==> src/hdl/fsn_pkg.sv <==
package fsn_pkg;

    localparam int NameLen = 11;
    localparam int BaseLen = 8;
    localparam int ExtLen  = 3;
    localparam int IdxW    = 4;

    localparam logic [7:0] SpaceByte = 8'h20;
    localparam logic [7:0] DotByte   = 8'h2e;
    localparam logic [7:0] LowerA    = 8'h61;
    localparam logic [7:0] LowerZ    = 8'h7a;
    localparam logic [7:0] CaseDiff  = 8'd32;

    localparam logic [IdxW-1:0] LastIdx = IdxW'(NameLen - 1);

    typedef logic [7:0] t_byte;

    typedef struct packed {
        logic                    valid;
        logic                    name_ok;
        logic [NameLen-1:0][7:0] bytes;
    } t_name_load;

    function automatic logic legal_char(input t_byte ch);
        logic ok;
        ok = 1'b1;
        if (ch < SpaceByte) begin
            ok = 1'b0;
        end
        case (ch)
            8'h22, 8'h2a, 8'h2b, 8'h2c, 8'h2f,
            8'h3a, 8'h3b, 8'h3c, 8'h3d, 8'h3e,
            8'h3f, 8'h5b, 8'h5c, 8'h5d, 8'h7c: ok = 1'b0;
            default: ;
        endcase
        return ok;
    endfunction

    function automatic t_byte upper_of(input t_byte ch);
        t_byte res;
        res = ch;
        if (ch >= LowerA && ch <= LowerZ) begin
            res = ch - CaseDiff;
        end
        return res;
    endfunction

endpackage

==> src/hdl/fsn_if.sv <==
interface fsn_char_if;
    logic       valid;
    logic       ready;
    logic [7:0] char_code;
    logic       last_char;

    modport source (output valid, output char_code, output last_char, input ready);
    modport sink   (input valid, input char_code, input last_char, output ready);
endinterface

interface fsn_name_if;
    logic       valid;
    logic       ready;
    logic [7:0] name_byte;
    logic [3:0] byte_index;
    logic       name_valid;
    logic       last_byte;

    modport source (output valid, output name_byte, output byte_index,
                    output name_valid, output last_byte, input ready);
    modport sink   (input valid, input name_byte, input byte_index,
                    input name_valid, input last_byte, output ready);
endinterface

==> src/hdl/fsn_build.sv <==
module fsn_build (
    input  logic                i_clk,
    input  logic                i_rst_n,
    input  logic                i_take,
    input  logic [7:0]          i_char_code,
    input  logic                i_last_char,
    output fsn_pkg::t_name_load o_load
);

    logic       r_in_ext;
    logic [3:0] r_base_cnt;
    logic [1:0] r_ext_cnt;
    logic       r_bad;
    logic       r_first;
    logic [7:0] r_store [fsn_pkg::NameLen];

    logic       n_in_ext;
    logic [3:0] n_base_cnt;
    logic [1:0] n_ext_cnt;
    logic       n_bad;
    logic       n_first;
    logic [7:0] n_store [fsn_pkg::NameLen];

    logic       split;
    logic [7:0] up_char;

    assign split   = (i_char_code == fsn_pkg::DotByte) && r_first && !r_in_ext;
    assign up_char = fsn_pkg::upper_of(i_char_code);

    always_comb begin
        n_in_ext   = r_in_ext;
        n_base_cnt = r_base_cnt;
        n_ext_cnt  = r_ext_cnt;
        n_bad      = r_bad;
        n_first    = r_first;
        n_store    = r_store;
        o_load     = '0;
        if (i_take) begin
            if (split) begin
                n_in_ext = 1'b1;
            end else begin
                if (!fsn_pkg::legal_char(i_char_code)) begin
                    n_bad = 1'b1;
                end
                if (r_in_ext) begin
                    if (r_ext_cnt < 2'(fsn_pkg::ExtLen)) begin
                        n_store[4'(fsn_pkg::BaseLen) + 4'(r_ext_cnt)] = up_char;
                        n_ext_cnt = r_ext_cnt + 2'd1;
                    end
                end else if (r_base_cnt < 4'(fsn_pkg::BaseLen)) begin
                    n_store[r_base_cnt] = up_char;
                    n_base_cnt = r_base_cnt + 4'd1;
                end
            end
            n_first = 1'b1;
            if (i_last_char) begin
                o_load.valid   = 1'b1;
                o_load.name_ok = !n_bad;
                for (int k = 0; k < fsn_pkg::NameLen; k++) begin
                    o_load.bytes[k] = n_bad ? fsn_pkg::SpaceByte : n_store[k];
                end
                n_in_ext   = 1'b0;
                n_base_cnt = '0;
                n_ext_cnt  = '0;
                n_bad      = 1'b0;
                n_first    = 1'b0;
                for (int k = 0; k < fsn_pkg::NameLen; k++) begin
                    n_store[k] = fsn_pkg::SpaceByte;
                end
            end
        end
    end

    always_ff @(posedge i_clk) begin
        if (!i_rst_n) begin
            r_in_ext   <= 1'b0;
            r_base_cnt <= '0;
            r_ext_cnt  <= '0;
            r_bad      <= 1'b0;
            r_first    <= 1'b0;
            for (int k = 0; k < fsn_pkg::NameLen; k++) begin
                r_store[k] <= fsn_pkg::SpaceByte;
            end
        end else begin
            r_in_ext   <= n_in_ext;
            r_base_cnt <= n_base_cnt;
            r_ext_cnt  <= n_ext_cnt;
            r_bad      <= n_bad;
            r_first    <= n_first;
            r_store    <= n_store;
        end
    end

endmodule

==> src/hdl/fsn_emit.sv <==
module fsn_emit (
    input  logic                i_clk,
    input  logic                i_rst_n,
    input  fsn_pkg::t_name_load i_load,
    output logic                o_can_load,
    fsn_name_if.source          o_name
);

    logic                               r_busy;
    logic [fsn_pkg::IdxW-1:0]           r_idx;
    logic                               r_ok;
    logic [fsn_pkg::NameLen-1:0][7:0]   r_buf;

    logic at_end;
    logic step;

    assign at_end     = (r_idx == fsn_pkg::LastIdx);
    assign step       = r_busy && o_name.ready;
    assign o_can_load = !r_busy || (step && at_end);

    assign o_name.valid      = r_busy;
    assign o_name.name_byte  = r_buf[r_idx];
    assign o_name.byte_index = r_idx;
    assign o_name.name_valid = r_ok;
    assign o_name.last_byte  = at_end;

    always_ff @(posedge i_clk) begin
        if (!i_rst_n) begin
            r_busy <= 1'b0;
            r_idx  <= '0;
        end else if (i_load.valid) begin
            r_busy <= 1'b1;
            r_idx  <= '0;
        end else if (step) begin
            if (at_end) begin
                r_busy <= 1'b0;
            end else begin
                r_idx <= r_idx + fsn_pkg::IdxW'(1);
            end
        end
    end

    always_ff @(posedge i_clk) begin
        if (i_load.valid) begin
            r_buf <= i_load.bytes;
            r_ok  <= i_load.name_ok;
        end
    end

endmodule

==> src/hdl/fat_short_name_formatter_top.sv <==
// channel   dir  payload                                       transaction
// i_char    in   char_code[7:0], last_char                     one path character
// o_name    out  name_byte[7:0], byte_index[3:0], name_valid,  one byte of the 8.3 name
//                last_byte
// one character per cycle; the character state sits in registers and a result
// run of 11 bytes is copied to an output buffer when the last character is taken
// the buffer sends one byte per cycle while o_name is ready
// characters keep flowing while a run drains; only a last character stalls until
// the buffer is free, which is once the last byte of the previous run is sent
// synchronous active-low reset clears the character state and empties the buffer
module fat_short_name_formatter_top (
    input  logic       i_clk,
    input  logic       i_rst_n,
    fsn_char_if.sink   i_char,
    fsn_name_if.source o_name
);

    fsn_pkg::t_name_load load;
    logic                can_load;
    logic                take;

    assign i_char.ready = can_load || !i_char.last_char;
    assign take         = i_char.valid && i_char.ready;

    fsn_build u_build (
        .i_clk       (i_clk),
        .i_rst_n     (i_rst_n),
        .i_take      (take),
        .i_char_code (i_char.char_code),
        .i_last_char (i_char.last_char),
        .o_load      (load)
    );

    fsn_emit u_emit (
        .i_clk      (i_clk),
        .i_rst_n    (i_rst_n),
        .i_load     (load),
        .o_can_load (can_load),
        .o_name     (o_name)
    );

`ifndef SYNTHESIS
    a_run_starts: assert property (@(posedge i_clk) disable iff (!i_rst_n)
        take && i_char.last_char |=> o_name.valid && o_name.byte_index == 4'd0)
        else $error("name run did not start after last character");

    a_run_continues: assert property (@(posedge i_clk) disable iff (!i_rst_n)
        o_name.valid && o_name.ready && !o_name.last_byte
        |=> o_name.valid && o_name.byte_index == $past(o_name.byte_index) + 4'd1)
        else $error("name run broken before last byte");

    a_invalid_blank: assert property (@(posedge i_clk) disable iff (!i_rst_n)
        o_name.valid && !o_name.name_valid |-> o_name.name_byte == fsn_pkg::SpaceByte)
        else $error("invalid name carries a non-space byte");
`endif

endmodule

==> src/flat_wrapper.sv <==
// flat-port wrapper written by rule: the top's interface ports become plain ports
module fat_short_name_formatter_top_flat 
  (i_clk, i_rst_n, i_char_valid, i_char_char_code, i_char_last_char, i_char_ready, o_name_valid, o_name_name_byte, o_name_byte_index, o_name_name_valid, o_name_last_byte, o_name_ready);
  fsn_char_if i_char_i ();
  fsn_name_if o_name_i ();
  input  logic i_clk;
  input  logic i_rst_n;
  input wire logic [$bits(i_char_i.valid)-1:0] i_char_valid;
  input wire logic [$bits(i_char_i.char_code)-1:0] i_char_char_code;
  input wire logic [$bits(i_char_i.last_char)-1:0] i_char_last_char;
  output wire logic [$bits(i_char_i.ready)-1:0] i_char_ready;
  output wire logic [$bits(o_name_i.valid)-1:0] o_name_valid;
  output wire logic [$bits(o_name_i.name_byte)-1:0] o_name_name_byte;
  output wire logic [$bits(o_name_i.byte_index)-1:0] o_name_byte_index;
  output wire logic [$bits(o_name_i.name_valid)-1:0] o_name_name_valid;
  output wire logic [$bits(o_name_i.last_byte)-1:0] o_name_last_byte;
  input wire logic [$bits(o_name_i.ready)-1:0] o_name_ready;
  assign i_char_i.valid = i_char_valid;
  assign i_char_i.char_code = i_char_char_code;
  assign i_char_i.last_char = i_char_last_char;
  assign i_char_ready = i_char_i.ready;
  assign o_name_valid = o_name_i.valid;
  assign o_name_name_byte = o_name_i.name_byte;
  assign o_name_byte_index = o_name_i.byte_index;
  assign o_name_name_valid = o_name_i.name_valid;
  assign o_name_last_byte = o_name_i.last_byte;
  assign o_name_i.ready = o_name_ready;
  fat_short_name_formatter_top u_core (.i_clk(i_clk), .i_rst_n(i_rst_n), .i_char(i_char_i), .o_name(o_name_i));
endmodule
==> config.mk <==
export PLATFORM = sky130hd
export DESIGN_NAME = fat_short_name_formatter_top_flat
export DESIGN_NICKNAME = d
export VERILOG_FILES = /design/src/hdl/fsn_pkg.sv /design/src/hdl/fsn_if.sv /design/src/hdl/fsn_build.sv /design/src/hdl/fsn_emit.sv /design/src/hdl/fat_short_name_formatter_top.sv /design/src/flat_wrapper.sv
export SDC_FILE = /design/constraint.sdc
export NUM_CORES = 1
export LEC_CHECK = 0
export ABC_CLOCK_PERIOD_IN_PS = 6800
export BUFFER_PORTS_ARGS = -buffer_cell sky130_fd_sc_hd__buf_2
export CORE_MARGIN = 1
export CORE_UTILIZATION = 45
export DETAILED_ROUTE_END_ITERATION = 12
export PLACE_DENSITY = 0.65
export SLEW_MARGIN = 40
export SYNTH_ARGS = -nofsm -noshare
export SYNTH_HDL_FRONTEND = slang
export SYNTH_SLANG_ARGS = --single-unit
==> constraint.sdc <==
create_clock -name i_clk -period 6.8 [get_ports i_clk]
set_input_delay 1.36 -clock i_clk [delete_from_list [all_inputs] [get_ports i_clk]]
set_output_delay 1.36 -clock i_clk [all_outputs]
set_load 0.05 [all_outputs]
==> impl_metrics.py, run 1 <==
metrics = {
    "status": {
        "status": "completed",
    },
    "logic_synthesis": {
        "syn_inst": 866,
        "ys_async_sr_fraction_pct": 0,
        "ys_seq_area_share_pct": 52.05,
        "synth_cell_types": 61,
        "synth_edf_count": 89,
        "yosys.cell_count.top_type": "nand2_1",
        "netlist_area_um2": 9057,
        "synth_common_cells": "nand2_1, dfxtp_1, edfxtp_1, nor2_1, mux2i_1",
        "yosys-top-cells-area": "edfxtp_1, dfxtp_1, mux2i_1",
        "syn-num-nets": 890,
        "synth_area_per_cell_um2": 10.46,
        "synth_top_cell_area_share_pct": 29.51,
        "synthFlopType": "dfxtp_1",
        "synth-seq-cells": 191,
        "synth_area_leader_cell": "edfxtp_1",
        "yosys_warnings": 0,
    },
    "timing": {
        "maxSlewViolCount": 0,
        "fin_tns_setup_ns": 0,
        "hold_ws_ns": 0.4517,
        "worst_pin_slew_ns": 0.8567,
        "finalSetupViolations": 0,
        "final_hold_viol_count": 0,
        "max_slew_margin_pct": 42.70,
        "rsz0062_at_grt": "no",
        "finClkSkew_ns": 0.01103,
        "max_freq_ghz": 0.2482,
        "post-route-period-util_pct": 59.25,
        "min_period_ns": 4.029,
    },
    "clock_tree": {
        "clk_pin_slew_ns": 0.07,
        "cts_buffers": 17,
        "clock_path_buffers": 2,
        "clock-root-buffer": "clkbuf_16",
        "cts_sinks": 191,
        "htree_levels": 4,
        "hold_buffers": 0,
        "worstSkewPairLatency_ns": 0.43,
        "post_cts_resized": 0,
        "cts_tree": "done",
        "post_cts_buffers": 0,
    },
    "die": {
        "rows": 51,
        "dieHeight_um": 143.9,
        "core_area_um2": 19590,
        "die-width_um": 143.9,
        "start_util_pct": 46.23,
        "die_area_um2": 20700,
        "ioPinCount": 29,
    },
    "grt": {
        "grt_max_degree": 90,
        "grt.total_usage_pct": 23.72,
        "gr-total-overflow": 0,
        "grt_pass1_vias": 5912,
        "antenna_found_initial": 0,
        "grt_pass1_wl_mm": 35.72,
    },
    "setup_path": {
        "cp.arrival_ns": 2.67,
        "crit_path_start": "u_core.u_emit.o_name.byte_index[0]",
        "endpoint_kind": "output pin",
        "r2r_start": "u_core.u_emit.o_name.byte_index[1]",
        "crit_type": "register to output pin",
        "r2r_end": "u_core.u_emit.r_buf[1]",
        "ff2ff_setup_slack_ns": 3.38,
        "worstSetupStartpointType": "register",
        "r2r_cells": 9,
        "critPathMaxFanout": 16,
        "worstPathRequired_ns": 5.44,
        "endpoint": "o_name_name_byte[6]",
    },
    "routing": {
        "avgRoutedWirePerCell_um": 20.87,
        "ant_nets": 0,
        "drc": 0,
        "num_vias": 6751,
        "drtIter0Drc": 821,
        "routed_wl_mm": 23.44,
        "first_pass_iters": 5,
        "viasPerCell": 6.012,
    },
    "placed_design": {
        "portBuffers": 28,
        "hpwlAfterDp_mm": 15.68,
        "gp_congestion": 0.8295,
        "dpl_cell_area_um2": 9253,
    },
    "cells_and_area": {
        "postLayoutCellArea_um2": 9809,
        "area_growth_syn_to_layout_pct": 8.302,
        "drive_gt1_share_pct": 12.47,
        "final_nets": 869,
        "fin_util_pct": 50.07,
        "fillerInstances": 1795,
        "antenna_cells": 0,
    },
    "power": {
        "p_leak_nw": 3.277,
        "total_power_w": 0.002386,
        "ir_worst_vdd_uv": 173.7,
        "power_density_nw_per_um2": 243.2,
    },
    "run": {
        "cap_violations": 0,
    },
    "worst_hold_path": {
        "min_path_type": "register to register",
    },
}
metal layers:
layer  wire, um  part of all wire (%)  global-route usage (%)  up-vias
met5          0                     0                       0        -
met4        503                   2.1                   7.839        0
met3       1843                   7.9                   3.699       35
met2       9935                    42                   33.26      284
met1      11160                    48                   36.69     3303
li1           -                     -                       -     3129
state kept, by name, summed over array words and instances, names as in the netlist:
register and flops:
u_core.u_build.r_bad 1, u_core.u_build.r_base_cnt 4, u_core.u_build.r_ext_cnt 2, u_core.u_build.r_first 1, u_core.u_build.r_in_ext 1, u_core.u_build.r_store 88, u_core.u_emit.o_name.byte_index 4, u_core.u_emit.o_name.name_valid 1
u_core.u_emit.o_name.valid 1, u_core.u_emit.r_buf 88
power breakdown:
group	internal, W	total [W]	switching [W]
Combinational	0.0000546	0.000207	0.000152
Clock	0.000505	0.000940	0.000435
Sequential	0.00123	0.00124	0.0000138
Total	0.00179	0.00239	0.000601
area by class of cell:
cell class | instances | area (um^2) | area share (%)
flip-flops and latches | 191 | 4716 | 48.07
multi-input cells | 570 | 3885 | 39.60
clock buffers | 19 | 432.9 | 4.413
well taps | 265 | 331.6 | 3.380
repair buffers | 39 | 229.0 | 2.334
clock inverters | 13 | 116.4 | 1.186
inverters | 26 | 98.84 | 1.008
cell usage in the layout (no fill, tap or decap), types with 27 or more instances in the layout:
cell type and count:
dfxtp_1 101, buf_2 27, o22ai_1 32, mux2i_1 58
nand3_1 47, nand2_1 114, a32o_1 35, a21oi_1 41
nor2_1 77, edfxtp_1 89
worst max-delay path, cell delays in order, from the launching register on:
cell and delay, ns:
dfxtp_2 0.64, buf_4 0.33, nor2b_1 0.46, nand2_1 0.10, o211ai_1 0.11, o21ai_0 0.10
o22ai_1 0.19, buf_2 0.30
worst min-delay path by stage:
stage	slack, ns	from	cells past startpoint	end
final	0.45	u_core.u_build.r_store[30]	2	u_core.u_build.r_store[30]
after global routing	0.46	u_core.u_build.r_store[30]	2	u_core.u_build.r_store[30]
after CTS	0.45	u_core.u_build.r_store[47]	2	u_core.u_build.r_store[47]
after detailed placement	0.44	u_core.u_build.r_store[47]	2	u_core.u_build.r_store[47]
after global placement	0.44	u_core.u_build.r_store[78]	2	u_core.u_build.r_store[78]
after floorplan	0.43	u_core.u_build.r_store[30]	2	u_core.u_build.r_store[30]
per-stage QoR:
stage          setup WS [ns]  instances
3_3_place_gp           2.610       1091
3_5_place_dp           2.557       1091
6_report               2.771       1123
4_1_cts                2.762       1123
2_1_floorplan          2.241        866
5_1_grt                2.524       1123
logic make-up (layout without fill, tap and decap cells):
| logic type | after synthesis | after routing | share of synthesized area (%) |
|---|---|---|---|
| xor+xnor | 1 | 1 | 0.09672 |
| buf+inv | 105 | 97 | 5.539 |
| flops | 191 | 191 | 52.05 |
| fa+ha+maj | 11 | 11 | 1.520 |
| simple gates | 295 | 295 | 15.25 |
| compound gates | 188 | 188 | 15.03 |
| mux | 75 | 75 | 10.51 |
(Power assumes the default switching activity.)
==> run 2: changes to the inputs <==
ABC_CLOCK_PERIOD_IN_PS = 3970   (was 6800)
clock period = 3.97 ns   (was 6.8 ns; I/O delays follow)
==> impl_metrics.py, run 2 (synthesis gave the netlist of run 1 again) <==
metrics = {
    "status": {
        "status": "completed",
    },
    "setup_path": {
        "critPathMaxFanout": 19,
        "crit_chain": "buf_4 > mux4_2 > o21ai_0 > o22ai_1 > buf_2",
        "r2r_end": "u_core.u_emit.r_buf[63]",
        "slowest_stage": "dfxtp_1",
        "worstSetupStartpointType": "register",
        "ff2ff_setup_slack_ns": 1.02,
        "path_buf_inv": 2,
        "r2r_start": "u_core.u_emit.o_name.byte_index[1]",
        "worstPathRequired_ns": 3.18,
        "r2r_cells": 8,
        "endpoint_kind": "output pin",
        "crit_type": "register to output pin",
        "cp.arrival_ns": 2.61,
        "cpLargestDelayFamily": "flip-flops",
        "cp_slowest_stage_delay_ns": 0.74,
    },
    "power": {
        "ir_worst_vdd_uv": 322.2,
        "power_density_nw_per_um2": 433.1,
        "p_clk_share_pct": 42.4,
        "switching_share_pct": 23.96,
        "power_frac_comb_pct": 8.2,
        "internal_power_w": 0.003272,
        "p_seq_share_pct": 49.4,
        "switching_power_w": 0.001031,
        "p_leak_nw": 3.352,
    },
    "die": {
        "rows": 51,
        "dieHeight_um": 143.9,
        "start_util_pct": 46.23,
        "die_area_um2": 20700,
        "core_area_um2": 19590,
        "ioPinCount": 29,
        "die-width_um": 143.9,
    },
    "run": {
        "cap_violations": 0,
    },
    "timing": {
        "max_slew_margin_pct": 43.35,
        "worst_slack_ns": 0.5617,
        "min_period_ns": 3.408,
        "rsz0062_at_grt": "no",
        "finalSetupViolations": 0,
        "max_freq_ghz": 0.2934,
        "worst_pin_slew_ns": 0.8498,
        "hold_ws_ns": 0.4501,
        "fin_tns_setup_ns": 0,
        "maxSlewViolCount": 0,
        "final_hold_viol_count": 0,
        "finClkSkew_ns": 0.009883,
        "post-route-period-util_pct": 85.85,
    },
    "routing": {
        "drtIter0Drc": 757,
        "viasPerCell": 5.961,
        "drc": 0,
        "ant_nets": 0,
        "first_pass_iters": 5,
        "avgRoutedWirePerCell_um": 20.72,
        "num_vias": 6736,
        "routed_wl_mm": 23.42,
    },
    "clock_tree": {
        "clk_pin_slew_ns": 0.07,
        "cts_sinks": 191,
        "cts_buffers": 17,
        "clock-root-buffer": "clkbuf_16",
        "htree_levels": 4,
        "clock_path_buffers": 2,
        "hold_buffers": 0,
        "post_cts_buffers": 0,
        "cts_tree": "done",
        "worstSkewPairLatency_ns": 0.43,
        "post_cts_resized": 0,
    },
    "grt": {
        "gr-total-overflow": 0,
        "antenna_found_initial": 0,
        "grt_pass1_vias": 6215,
        "grt_pass1_wl_mm": 36.59,
        "grt.total_usage_pct": 23.97,
        "grt_max_degree": 90,
    },
    "cells_and_area": {
        "final_nets": 876,
        "area_growth_syn_to_layout_pct": 9.711,
        "largestRegisters": "u_core.u_build.r_store x88, u_core.u_emit.r_buf x88",
        "layout_common_cells": "nand2_1, dfxtp_1, edfxtp_1",
        "fillerInstances": 1807,
        "drive_gt1_share_pct": 13.06,
        "antenna_cells": 0,
        "layout_commonest_cell": "nand2_1",
    },
    "placed_design": {
        "gp_congestion": 0.8311,
        "hpwlAfterDp_mm": 15.49,
        "preCtsSetupSlack_ns": 0.9258,
        "portBuffers": 28,
    },
    "worst_hold_path": {
        "hold_depth": 2,
        "hold_end": "u_core.u_build.r_store[46]",
        "min_path_type": "register to register",
        "worstHoldStart": "u_core.u_build.r_store[46]",
    },
}
## run 2: changes by cell type in the layout (fill, tap and decap cells not counted), sizes merged
cell	change
buf	+7
bufinv	+3
clkinv	-4
clkinvlp	-1
inv	+2
## run 2: layer usage
metal	up-vias	GRT usage (%)	share of wire [%]
met4	0	8.119	1.6
met1	3297	35.59	47
met2	272	34.15	43
met3	26	5.265	8.3
met5	-	0	0
li1	3141	-	-
## run 2: worst max path at each step
stage / endpoint / startpoint / cells after the start / slack, ns
after floorplan: u_core.u_emit.r_buf[44] / u_core.u_emit.o_name.byte_index[0] / 13 / 0.05
after global placement: u_core.u_emit.r_buf[87] / i_char_char_code[4] / 5 / 0.92
after detailed placement: u_core.u_emit.r_buf[70] / i_char_char_code[4] / 6 / 0.93
after CTS: o_name_name_byte[7] / u_core.u_emit.o_name.byte_index[1] / 5 / 0.57
after global routing: o_name_name_byte[7] / u_core.u_emit.o_name.byte_index[0] / 6 / 0.44
final: o_name_name_byte[7] / u_core.u_emit.o_name.byte_index[1] / 5 / 0.56
## run 2: power by group through the flow
stage / Combinational (W) / Clock (W) / Sequential [W]
CTS: 0.000352 / 0.00184 / 0.00212
global route: 0.000377 / 0.00192 / 0.00213
detailed placement: 0.000350 / 0 / 0.00217
finish: 0.000353 / 0.00183 / 0.00212
global placement: 0.000349 / 0 / 0.00217
floorplan: 0.000259 / 0 / 0.00216
## run 2: layout make-up
| type | count | area, um^2 | area share [%] |
|---|---|---|---|
| tap | 265 | 331.6 | 3.337 |
| clock inverter | 13 | 185.2 | 1.864 |
| multi-input combinational | 570 | 3855 | 38.79 |
| inverter | 26 | 101.3 | 1.020 |
| timing repair buffer | 46 | 302.8 | 3.047 |
| sequential | 191 | 4718 | 47.48 |
| clock buffer | 19 | 442.9 | 4.457 |
## run 2: worst reg2reg max path: cells and delay by family (launching register included)
kind,cells,cell delay (ns)
AND/OR/NAND/NOR,4,1.02
flip-flops,1,0.74
buffers and inverters,2,0.50
adder cells (fa/ha/maj),1,0.29
AO/OA/AOI/OAI,1,0.22
## run 2: stage by stage
step	util (%)	instances	cell area [um^2]	power, W
final	50.72	1130	9937	0.004303
after global routing	50.72	1130	9937	0.004429
after CTS	50.72	1130	9937	0.004318
after detailed placement	47.52	1098	9309	0.002518
after global placement	47.52	1098	9309	0.002516
after floorplan	-	866	9079	0.002420
==> run 3: changes to the inputs <==
--- a/config.mk
+++ b/config.mk
@@ -8,6 +8,8 @@
 export ABC_CLOCK_PERIOD_IN_PS = 3970
 export BUFFER_PORTS_ARGS = -buffer_cell sky130_fd_sc_hd__buf_2
+export CAP_MARGIN = 10
 export CORE_MARGIN = 1
 export CORE_UTILIZATION = 45
+export CTS_BUF_LIST = sky130_fd_sc_hd__clkbuf_16
 export DETAILED_ROUTE_END_ITERATION = 12
 export PLACE_DENSITY = 0.65
==> constraint.sdc (replaced) <==
create_clock -name i_clk -period 3.97 [get_ports i_clk]
set_input_delay 0.794 -clock i_clk [delete_from_list [all_inputs] [get_ports i_clk]]
set_output_delay 0.794 -clock i_clk [all_outputs]
set_load 0.005 [all_outputs]
==> impl_metrics.py, run 3 (synthesis gave the netlist of run 1 again) <==
metrics = {
    "setup_path": {
        "cp.arrival_ns": 2.65,
        "worstSetupStartpointType": "register",
        "crit_chain": "buf_4 > nor2b_1 > nand2_1 > o211ai_1 > o21ai_0 > o22ai_1 > buf_2",
        "path_buf_inv": 2,
        "worstPathRequired_ns": 3.18,
        "r2r_start": "u_core.u_emit.o_name.byte_index[3]",
        "cp_slowest_stage_delay_ns": 0.58,
        "critPathMaxFanout": 27,
        "cpLargestDelayFamily": "simple AND/OR/NAND/NOR gates",
        "crit_path_start": "u_core.u_emit.o_name.byte_index[0]",
        "crit_type": "register to output pin",
        "endpoint_kind": "output pin",
        "slowest_stage": "nor2b_1",
    },
    "grt": {
        "grt_pass1_vias": 6183,
        "grt_max_degree": 90,
        "grt_pass1_wl_mm": 35.98,
        "gr-total-overflow": 0,
        "use_met1_pct": 35.47,
        "met2_usage_pct": 34.05,
        "grt.total_usage_pct": 23.76,
        "grt-busiest-layer": "met1",
        "antenna_found_initial": 0,
        "use_met3_pct": 4.798,
    },
    "routing": {
        "drc": 0,
        "viasPerCell": 5.948,
        "avgRoutedWirePerCell_um": 20.48,
        "first_pass_iters": 5,
        "routed_wl_mm": 23.12,
        "ant_nets": 0,
        "num_vias": 6715,
        "drtIter0Drc": 656,
    },
    "die": {
        "die-width_um": 143.9,
        "core_area_um2": 19590,
        "rows": 51,
        "start_util_pct": 46.23,
        "dieHeight_um": 143.9,
        "die_area_um2": 20700,
        "ioPinCount": 29,
    },
    "cells_and_area": {
        "layout_common_cells": "nand2_1, dfxtp_1, edfxtp_1",
        "area_growth_syn_to_layout_pct": 9.476,
        "antenna_cells": 0,
        "instances_no_fill": 1129,
        "layout_commonest_cell": "nand2_1",
        "largestRegisters": "u_core.u_build.r_store x88, u_core.u_emit.r_buf x88",
        "postLayoutCellArea_um2": 9916,
        "final_nets": 875,
        "drive_gt1_share_pct": 12.62,
        "fillerInstances": 1799,
    },
    "run": {
        "cap_violations": 0,
    },
    "clock_tree": {
        "clock_path_buffers": 2,
        "cts_sinks": 191,
        "hold_buffers": 0,
        "cts_tree": "done",
        "cts_buffers": 17,
        "clock-root-buffer": "clkbuf_16",
        "htree_levels": 4,
        "worstSkewPairLatency_ns": 0.43,
        "post_cts_resized": 0,
        "post_cts_buffers": 0,
        "clk_pin_slew_ns": 0.07,
    },
    "power": {
        "p_clk_share_pct": 42.0,
        "power_frac_comb_pct": 7.7,
        "total_power_w": 0.004211,
        "p_leak_nw": 3.332,
        "power_density_nw_per_um2": 424.7,
        "ir_worst_vdd_uv": 307.7,
        "internal_power_w": 0.003237,
        "switching_share_pct": 23.12,
        "switching_power_w": 0.0009734,
        "p_seq_share_pct": 50.3,
    },
    "timing": {
        "final_hold_viol_count": 0,
        "max_slew_margin_pct": 45.55,
        "worst_slack_ns": 0.5281,
        "post-route-period-util_pct": 86.70,
        "rsz0062_at_grt": "no",
        "finalSetupViolations": 0,
        "maxSlewViolCount": 0,
        "fin_tns_setup_ns": 0,
        "min_period_ns": 3.442,
        "finClkSkew_ns": 0.009389,
        "max_freq_ghz": 0.2905,
        "worst_pin_slew_ns": 0.8142,
    },
    "placed_design": {
        "portBuffers": 28,
        "place_inst": 1097,
        "gp_congestion": 0.8266,
        "preCtsSetupSlack_ns": 0.8808,
        "hpwlAfterDp_mm": 15.66,
        "dpl_cell_area_um2": 9313,
    },
    "worst_hold_path": {
        "min_path_type": "register to register",
        "worstHoldStart": "u_core.u_build.r_store[78]",
    },
    "status": {
        "status": "completed",
    },
}
-- run 3: changes by cell type in the layout (fill, tap and decap cells not counted), moves of 2 or more --
| cell | previous run | this run |
|---|---|---|
| inv_6 | 2 | 0 |
| buf_4 | 17 | 15 |
| clkinv_1 | 0 | 3 |
| clkinv_4 | 3 | 0 |
| clkinvlp_4 | 1 | 4 |
-- run 3: per-layer routing --
metal,vias up,share of wire (%)
li1,3144,-
met1,3300,48
met2,241,44
met3,30,6.7
met4,0,1.8
met5,-,0
-- run 3: worst reg2reg max path, cell delays in order, from the launching register on --
cell	delay (ns)
dfxtp_1	0.81
nand4b_1	0.50
nand2_1	0.22
nand3_1	0.16
clkinvlp_4	0.17
nand3_4	0.36
buf_12	0.37
a211oi_1	0.24
-- run 3: final timing paths --
check | to | slack [ns] | cells after the start
max | o_name_name_byte[3] | 0.53 | 7
min | u_core.u_build.r_store[78] | 0.45 | 2
max reg2reg | u_core.u_emit.r_buf[71] | 0.96 | 7
min reg2reg | u_core.u_build.r_store[78] | 0.45 | 2
-- run 3: area by class of cell --
| cell class | count | area, um^2 | area share [%] |
|---|---|---|---|
| Tap cell | 265 | 331.6 | 3.344 |
| Clock inverter | 15 | 177.7 | 1.792 |
| Timing Repair Buffer | 45 | 307.8 | 3.104 |
| Multi-Input combinational cell | 570 | 3857 | 38.90 |
| Inverter | 26 | 101.3 | 1.022 |
| Clock buffer | 17 | 425.4 | 4.290 |
| Sequential cell | 191 | 4715 | 47.55 |
-- run 3: power by group through the flow --
stage	combinational, W	sequential, W	clock, W
floorplan	0.000233	0.00215	0
global placement	0.000323	0.00216	0
detailed placement	0.000324	0.00216	0
CTS	0.000325	0.00212	0.00178
global route	0.000351	0.00212	0.00187
finish	0.000326	0.00212	0.00177
-- run 3: per-stage QoR --
stage	hold slack (ns)	utilization, %
detailed placement	0.4422	47.54
CTS	0.4492	50.62
finish	0.4495	50.62
floorplan	0.4292	-
global route	0.4725	50.62
global placement	0.4375	47.53
